File: src/sxfb_pkg.sv
// ----------------------------------------------------------------------------
// Sprite XOR framebuffer package
// Shared widths, operation codes, the memory request type and the sprite
// placement function.
// ----------------------------------------------------------------------------
package sxfb_pkg;

   localparam int SCREEN_WIDTH  = 64;
   localparam int SCREEN_HEIGHT = 32;
   localparam int COL_W         = $clog2(SCREEN_WIDTH);
   localparam int LINE_W        = $clog2(SCREEN_HEIGHT);
   localparam int SPRITE_W      = 8;

   // Operation codes carried in the input tuser field.
   localparam logic [1:0] OP_CLEAR = 2'd0;
   localparam logic [1:0] OP_DRAW  = 2'd1;
   localparam logic [1:0] OP_READ  = 2'd2;

   typedef logic [SCREEN_WIDTH-1:0] row_type;
   typedef logic [LINE_W-1:0]       line_type;

   // Request from the control logic to the framebuffer memory.
   typedef struct packed {
      logic     rd_en;
      line_type rd_addr;
      logic     wr_en;
      line_type wr_addr;
      row_type  wr_data;
      logic     clear;
   } mem_req_type;

   // Places an 8-pixel sprite byte (bit 7 leftmost) at column x, wrapping
   // round the right-hand edge. Bit 0 of the result is column 0.
   function automatic row_type place_sprite(input logic [COL_W-1:0] x,
                                            input logic [SPRITE_W-1:0] bits);
      row_type                  rev;
      logic [2*SCREEN_WIDTH-1:0] both;
      rev = '0;
      for (int j = 0; j < SPRITE_W; j++) begin
         rev[j] = bits[SPRITE_W-1-j];
      end
      // The upper half of the doubled word shifted left is a left rotation.
      both = {rev, rev} << x;
      return both[2*SCREEN_WIDTH-1:SCREEN_WIDTH];
   endfunction

endpackage

File: src/sxfb_mem.sv
// ----------------------------------------------------------------------------
// Sprite XOR framebuffer row memory
// One framebuffer row per entry, one read and one write port, registered read
// data. A valid bit per row lets reset and screen clear empty every row at once.
// ----------------------------------------------------------------------------
module sxfb_mem
   import sxfb_pkg::*;
(
   input  logic        clock,
   input  logic        reset,
   input  mem_req_type req,
   output row_type     rd_data
);

   row_type                  mem [SCREEN_HEIGHT];
   logic [SCREEN_HEIGHT-1:0] valid_ff;
   logic [SCREEN_HEIGHT-1:0] valid_in;
   row_type                  rd_data_ff;
   logic                     rd_valid_ff;

   // Row storage: write and registered read.
   always_ff @(posedge clock) begin
      if (req.wr_en) begin
         mem[req.wr_addr] <= req.wr_data;
      end
      if (req.rd_en) begin
         rd_data_ff  <= mem[req.rd_addr];
         rd_valid_ff <= valid_ff[req.rd_addr];
      end
   end

   // A row that has not been written since reset or clear reads as all off.
   always_comb begin
      valid_in = valid_ff;
      if (req.clear) begin
         valid_in = '0;
      end else if (req.wr_en) begin
         valid_in[req.wr_addr] = 1'b1;
      end
   end

   always_ff @(posedge clock) begin
      if (reset) begin
         valid_ff <= '0;
      end else begin
         valid_ff <= valid_in;
      end
   end

   assign rd_data = rd_valid_ff ? rd_data_ff : '0;

endmodule

File: src/sprite_xor_framebuffer.sv
// ----------------------------------------------------------------------------
// Sprite XOR framebuffer
// Monochrome 64x32 framebuffer with XOR sprite row drawing, collision
// detection, screen clear and row read.
// ----------------------------------------------------------------------------
// Usage:
//   The req_ channel carries one operation per item: the op code in tuser,
//   x, y, row_index and sprite_byte in tdata and the last sprite row flag in
//   tlast. Every item gives exactly one item on the rsp_ channel: collision
//   and the 64 row pixels in tdata, sprite done in tlast.
//   A draw reads the target row from the row memory, XORs the placed sprite
//   byte into it and writes it back; a read returns the stored row.
//   Sequence: the row memory is read at the edge that accepts the item, and
//   the modify and write-back follow in the execute step; when that step
//   finishes, the result goes into the output register. No new item is
//   taken during that read-modify-write on the single row memory.
//   The result sits in an output register, so the next item is accepted
//   while it waits. If the receiver stalls with the output register full,
//   the block holds the following item in its execute step until the
//   register is freed, and accepts nothing more meanwhile.
//   Reset clears the whole screen and the collision flag at once; the block
//   accepts an item in the cycle after reset is released.
// ----------------------------------------------------------------------------
module sprite_xor_framebuffer
   import sxfb_pkg::*;
(
   input  logic        clock,
   input  logic        reset,
   input  logic        req_tvalid,
   output logic        req_tready,
   // tdata: x [7:0], y [15:8], row_index [23:16], sprite_byte [31:24]
   input  logic [31:0] req_tdata,
   // tuser: op [1:0]
   input  logic [1:0]  req_tuser,
   // tlast: last_row
   input  logic        req_tlast,
   output logic        rsp_tvalid,
   input  logic        rsp_tready,
   // tdata: collision [0], row_pixels [64:1], zero padding [71:65]
   output logic [71:0] rsp_tdata,
   // tlast: sprite_done
   output logic        rsp_tlast
);

   localparam logic S_IDLE = 1'b0;
   localparam logic S_EXEC = 1'b1;

   logic                 state_ff, state_in;
   logic [1:0]           op_ff;
   logic [COL_W-1:0]     x_ff;
   logic [SPRITE_W-1:0]  sb_ff;
   line_type             line_ff;
   logic                 last_ff;
   logic                 collision_sticky_ff, collision_sticky_in;
   logic                 out_valid_ff, out_valid_in;
   logic                 out_collision_ff;
   row_type              out_row_ff;
   logic                 out_last_ff;

   logic                 accept;
   logic                 finish;
   line_type             line_sum;
   line_type             line_sel;
   row_type              old_row;
   row_type              mask;
   row_type              new_row;
   logic                 hit;
   logic                 res_collision;
   row_type              res_row;
   logic                 res_last;
   mem_req_type          mem_req;

   assign req_tready = (state_ff == S_IDLE);
   assign accept     = req_tvalid && req_tready;
   assign finish     = (state_ff == S_EXEC) && (!out_valid_ff || rsp_tready);

   // Target line: wrapped start line plus row index for a draw.
   assign line_sum = req_tdata[8 +: LINE_W] + req_tdata[16 +: LINE_W];
   assign line_sel = (req_tuser == OP_DRAW) ? line_sum
                                            : req_tdata[8 +: LINE_W];

   // Modify step on the row returned by the memory.
   assign mask    = place_sprite(x_ff, sb_ff);
   assign new_row = old_row ^ mask;
   assign hit     = |(old_row & mask);

   // Result and collision flag for the item in the execute step.
   always_comb begin
      res_collision       = 1'b0;
      res_row             = '0;
      res_last            = 1'b0;
      collision_sticky_in = collision_sticky_ff;
      case (op_ff)
         OP_DRAW: begin
            res_collision = collision_sticky_ff | hit;
            res_row       = new_row;
            res_last      = last_ff;
            if (finish) begin
               collision_sticky_in = last_ff ? 1'b0 : res_collision;
            end
         end
         OP_READ: begin
            res_row = old_row;
         end
         default: begin
         end
      endcase
   end

   // Memory requests: read on accept, write back or clear on finish.
   always_comb begin
      mem_req.rd_en   = accept;
      mem_req.rd_addr = line_sel;
      mem_req.wr_en   = finish && (op_ff == OP_DRAW);
      mem_req.wr_addr = line_ff;
      mem_req.wr_data = new_row;
      mem_req.clear   = finish && (op_ff == OP_CLEAR);
   end

   sxfb_mem u_mem (
      .clock   (clock),
      .reset   (reset),
      .req     (mem_req),
      .rd_data (old_row)
   );

   // Sequencer.
   always_comb begin
      state_in = state_ff;
      unique case (state_ff)
         S_IDLE: begin
            if (accept) begin
               state_in = S_EXEC;
            end
         end
         S_EXEC: begin
            if (finish) begin
               state_in = S_IDLE;
            end
         end
         default: begin
            state_in = S_IDLE;
         end
      endcase
   end

   // Output register occupancy.
   always_comb begin
      out_valid_in = out_valid_ff;
      if (rsp_tready) begin
         out_valid_in = 1'b0;
      end
      if (finish) begin
         out_valid_in = 1'b1;
      end
   end

   always_ff @(posedge clock) begin
      if (reset) begin
         state_ff            <= S_IDLE;
         collision_sticky_ff <= 1'b0;
         out_valid_ff        <= 1'b0;
      end else begin
         state_ff            <= state_in;
         collision_sticky_ff <= collision_sticky_in;
         out_valid_ff        <= out_valid_in;
      end
   end

   // Item fields held through the execute step.
   always_ff @(posedge clock) begin
      if (accept) begin
         op_ff   <= req_tuser;
         x_ff    <= req_tdata[COL_W-1:0];
         sb_ff   <= req_tdata[31:24];
         line_ff <= line_sel;
         last_ff <= req_tlast;
      end
   end

   // Output payload register.
   always_ff @(posedge clock) begin
      if (finish) begin
         out_collision_ff <= res_collision;
         out_row_ff       <= res_row;
         out_last_ff      <= res_last;
      end
   end

   assign rsp_tvalid = out_valid_ff;
   assign rsp_tdata  = {7'b0, out_row_ff, out_collision_ff};
   assign rsp_tlast  = out_last_ff;

endmodule

File: config.mk
export PLATFORM = sky130hd
export DESIGN_NAME = sprite_xor_framebuffer
export DESIGN_NICKNAME = d
export VERILOG_FILES = /design/src/sxfb_pkg.sv /design/src/sxfb_mem.sv /design/src/sprite_xor_framebuffer.sv
export SDC_FILE = /design/constraint.sdc
export NUM_CORES = 2
export LEC_CHECK = 0
export BUFFER_PORTS_ARGS = -buffer_cell sky130_fd_sc_hd__buf_2
export CAP_MARGIN = 20
export CORE_AREA = 2 2 483 485
export CTS_CLUSTER_SIZE = 16
export DETAILED_ROUTE_END_ITERATION = 10
export DIE_AREA = 0 0 485 487
export PLACE_DENSITY_LB_ADDON = 0.2
export REMOVE_ABC_BUFFERS = 1
export SYNTH_ARGS = -nofsm -noshare
export SYNTH_HDL_FRONTEND = slang
export SYNTH_HIERARCHICAL = 1
export SYNTH_SLANG_ARGS = --single-unit
File: constraint.sdc
create_clock -name clock -period 14.2 [get_ports clock]
set_input_delay 2.84 -clock clock [delete_from_list [all_inputs] [get_ports clock]]
set_output_delay 2.84 -clock clock [all_outputs]
set_load 0.05 [all_outputs]
==> impl_metrics.ini <==
[floorplanning]
start_util_pct = 37.8
die-width_um = 485
die_h_um = 487
ios = 114
core_mm2 = 0.231
num_rows = 177
dieArea_mm2 = 0.236

[route]
wirelength_mm = 258
ant_nets = 0
dr.pass1.iters = 5
avgViaCountPerCell = 5.78
wl_per_cell_um = 32.6
drt_iter0_markers = 5131
drc = 0
via_count = 45655

[power_and_ir_drop]
p_leak_nw = 32.7
seqPwrFrac_pct = 51.3
p_total_w = 0.0147
comb_power_share_pct = 9.3
power.density_mw_per_mm2 = 148
netSwitchingFraction_pct = 23.8
power.switching_w = 0.00349
power_frac_clock_pct = 39.4
vdd_drop_max_mv = 0.111
internal-power_w = 0.0112

[clocking]
worst_skew_pair.late_latency_ps = 880
cts_buffers = 226
h-tree-depth = 4
cts_setup_buffers = 0
cts_tree = done
cts.sinks = 2236
hold_buffers = 0
clk_pin_slew_ps = 60
root_buffer = clkbuf_16
clock_path_buffers = 3
cts_resized = 0

[yosys]
yosysWarnings = 6
synth_common_cells = 2,201 x edfxtp_1, 530 x mux2i_1, 397 x a22oi_1
synth-main-ff-cell = edfxtp_1
synth_top_area_cell = edfxtp_1
syn_avg_cell_area_um2 = 19.6
ys_async_sr_fraction_pct = 0
ys_seq_area_share_pct = 76.4
synth_area_leaders = edfxtp_1 76%, mux4_2 6.8%, mux2i_1 6.1%, a22oi_1 3.4%, ha_1 1.0%
synthDominantCellAreaShare_pct = 75.6
yosysMostFrequentCell = edfxtp_1
synth_edf_count = 2201
ys_seq_elements = 2236
syn-cell-area_mm2 = 0.0874
netlist_instances = 4463
yosys.cell_types.count = 52

[timing]
maxSlewHeadroom_pct = 20.1
hold_viol = 0
worst_slew_pin_slew_ps = 1200
setup_viol = 0
max_freq_mhz = 152
rsz0062_at_grt = false
holdWs_ps = 464
min_period_ps = 6580
slew_violations = 0
fin_skew_ps = 71.6
period_share_pct = 46.3
setup_tns_ps = 0

[global_routing]
antenna_found_initial = 7
grt_usage_pct = 21.5
first_global_vias = 45260
grt.overflow.total = 0
grt_pass1_wl_mm = 356
grt_max_degree = 107

[placement]
portBuffers = 98
gp_congestion = 0.834
postPlaceCellArea_mm2 = 0.0919
hpwl_mm = 138

[layout]
stdcell_area_mm2 = 0.0994
utilization_pct = 43.0
multi_input_area_mm2 = 0.0197
fill_cells = 20102
nets = 4777
regArea_mm2 = 0.0668
layout-drive-gt1-share_pct = 18.5
area_growth_pct = 13.7

[critical_path]
rr_endpoint = u_mem/mem[15][0]
crit_required_ps = 14790
r2r_start = op_ff[1]
cp.arrival_ps = 7170
reg2reg_slack_ps = 9350
crit_path_end_kind = register
critPathMaxFanout = 44
r2r_cells = 7
path_class = primary input to register
critPathLaunchType = primary input

[run_status]
status = completed

[min_path]
hold_depth = 1
hold_class = register to register
worstHoldStart = u_mem/valid_ff[17]
whs_endpoint = u_mem/valid_ff[17]

[flow_run]
drv_cap = 0
## layout make-up
cell class | instances | share of cell area, %
repair buffers | 243 | 1.95
flip-flops and latches | 2236 | 67.2
multi-input cells | 1951 | 19.8
well taps | 3043 | 3.83
diodes | 4 | 0.0101
clock buffers | 299 | 6.07
clock inverters | 118 | 1.12
inverters | 8 | 0.0302
## worst max-delay path by stage
stage,slack [ps],start,cells past startpoint,to
after global placement,6600,req_tuser[1],9,u_mem/rd_data_ff[31]
after floorplan,-48060,req_tdata[8],9,u_mem/rd_data_ff[31]
after CTS,7540,req_tuser[1],9,u_mem/rd_data_ff[31]
after detailed placement,6600,req_tuser[1],9,u_mem/rd_data_ff[31]
after global routing,7490,req_tuser[1],9,u_mem/rd_data_ff[9]
final,7620,req_tdata[8],16,u_mem/rd_data_ff[37]
## worst max-delay path: stages
cell and delay, ps:
buf_2 100, ha_1 160, inv_1 50, fa_1 400, nor2b_1 130, o21a_1 140
nor3_1 40, or3b_2 490, xnor2_2 130, buf_4 340, nor2b_4 260, buf_4 560
buf_4 810, a22oi_1 230, a31oi_1 300, nand3_1 110
## cells in the final DEF, fill, tap and decap left out, drive strengths merged, types with 36 or more instances in the layout
cell    instances
a22oi         398
nand4          36
ha             71
clkinv         88
a22o           41
nand3         131
and2           77
clkbuf        299
edfxtp       2201
nor2           87
mux4          263
nor2b          84
buf           243
a31oi          46
mux2i         533
## metrics by stage
step	worst slack, ps	cells
after floorplan	-48060	4195
after global placement	6600	7465
after detailed placement	6600	7466
after CTS	7540	7883
after global routing	7490	7900
final	7620	7902
## power by group through the flow
stage / sequential (W) / combinational, W / clock [W]
final: 0.00754 / 0.00137 / 0.00580
after detailed placement: 0.00768 / 0.00134 / 0
after global routing: 0.00754 / 0.00145 / 0.00616
after floorplan: 0.00772 / 0.00172 / 0
after CTS: 0.00754 / 0.00135 / 0.00591
after global placement: 0.00768 / 0.00132 / 0
## cell families (layout without fill, tap and decap cells)
| kind of cell | Yosys count | in the layout | share of synthesized area, % |
|---|---|---|---|
| XOR/XNOR | 3 | 3 | 0.0301 |
| AND/OR/NAND/NOR | 496 | 496 | 3.07 |
| buffers and inverters | 282 | 668 | 1.59 |
| multiplexers | 804 | 804 | 13.0 |
| AO/OA/AOI/OAI | 569 | 569 | 4.82 |
| other | 1 | 11 | 0.00429 |
| adder cells (fa/ha/maj) | 72 | 72 | 1.04 |
| flip-flops | 2236 | 2236 | 76.4 |
## routing by layer
| metal | track usage (%) | up-vias | wire length, um |
|---|---|---|---|
| li1 | - | 18824 | - |
| met1 | 29.0 | 24736 | 107000 |
| met2 | 35.5 | 1686 | 125000 |
| met3 | 3.42 | 409 | 16200 |
| met4 | 7.30 | 0 | 8900 |
| met5 | 0 | - | 0 |
## registers in the layout, summed over array words and instances (netlist names)
register / cells
op_ff: 2
last_ff: 1
x_ff: 6
u_mem/mem: 2048
u_mem/rd_data_ff: 64
collision_sticky_ff: 1
line_ff: 5
u_mem/rd_valid_ff: 1
rsp_tvalid: 1
state_ff: 1
out_collision_ff: 1
sb_ff: 8
out_row_ff: 64
u_mem/valid_ff: 32
rsp_tlast: 1
Note: power is estimated with default switching activity, not from simulation.
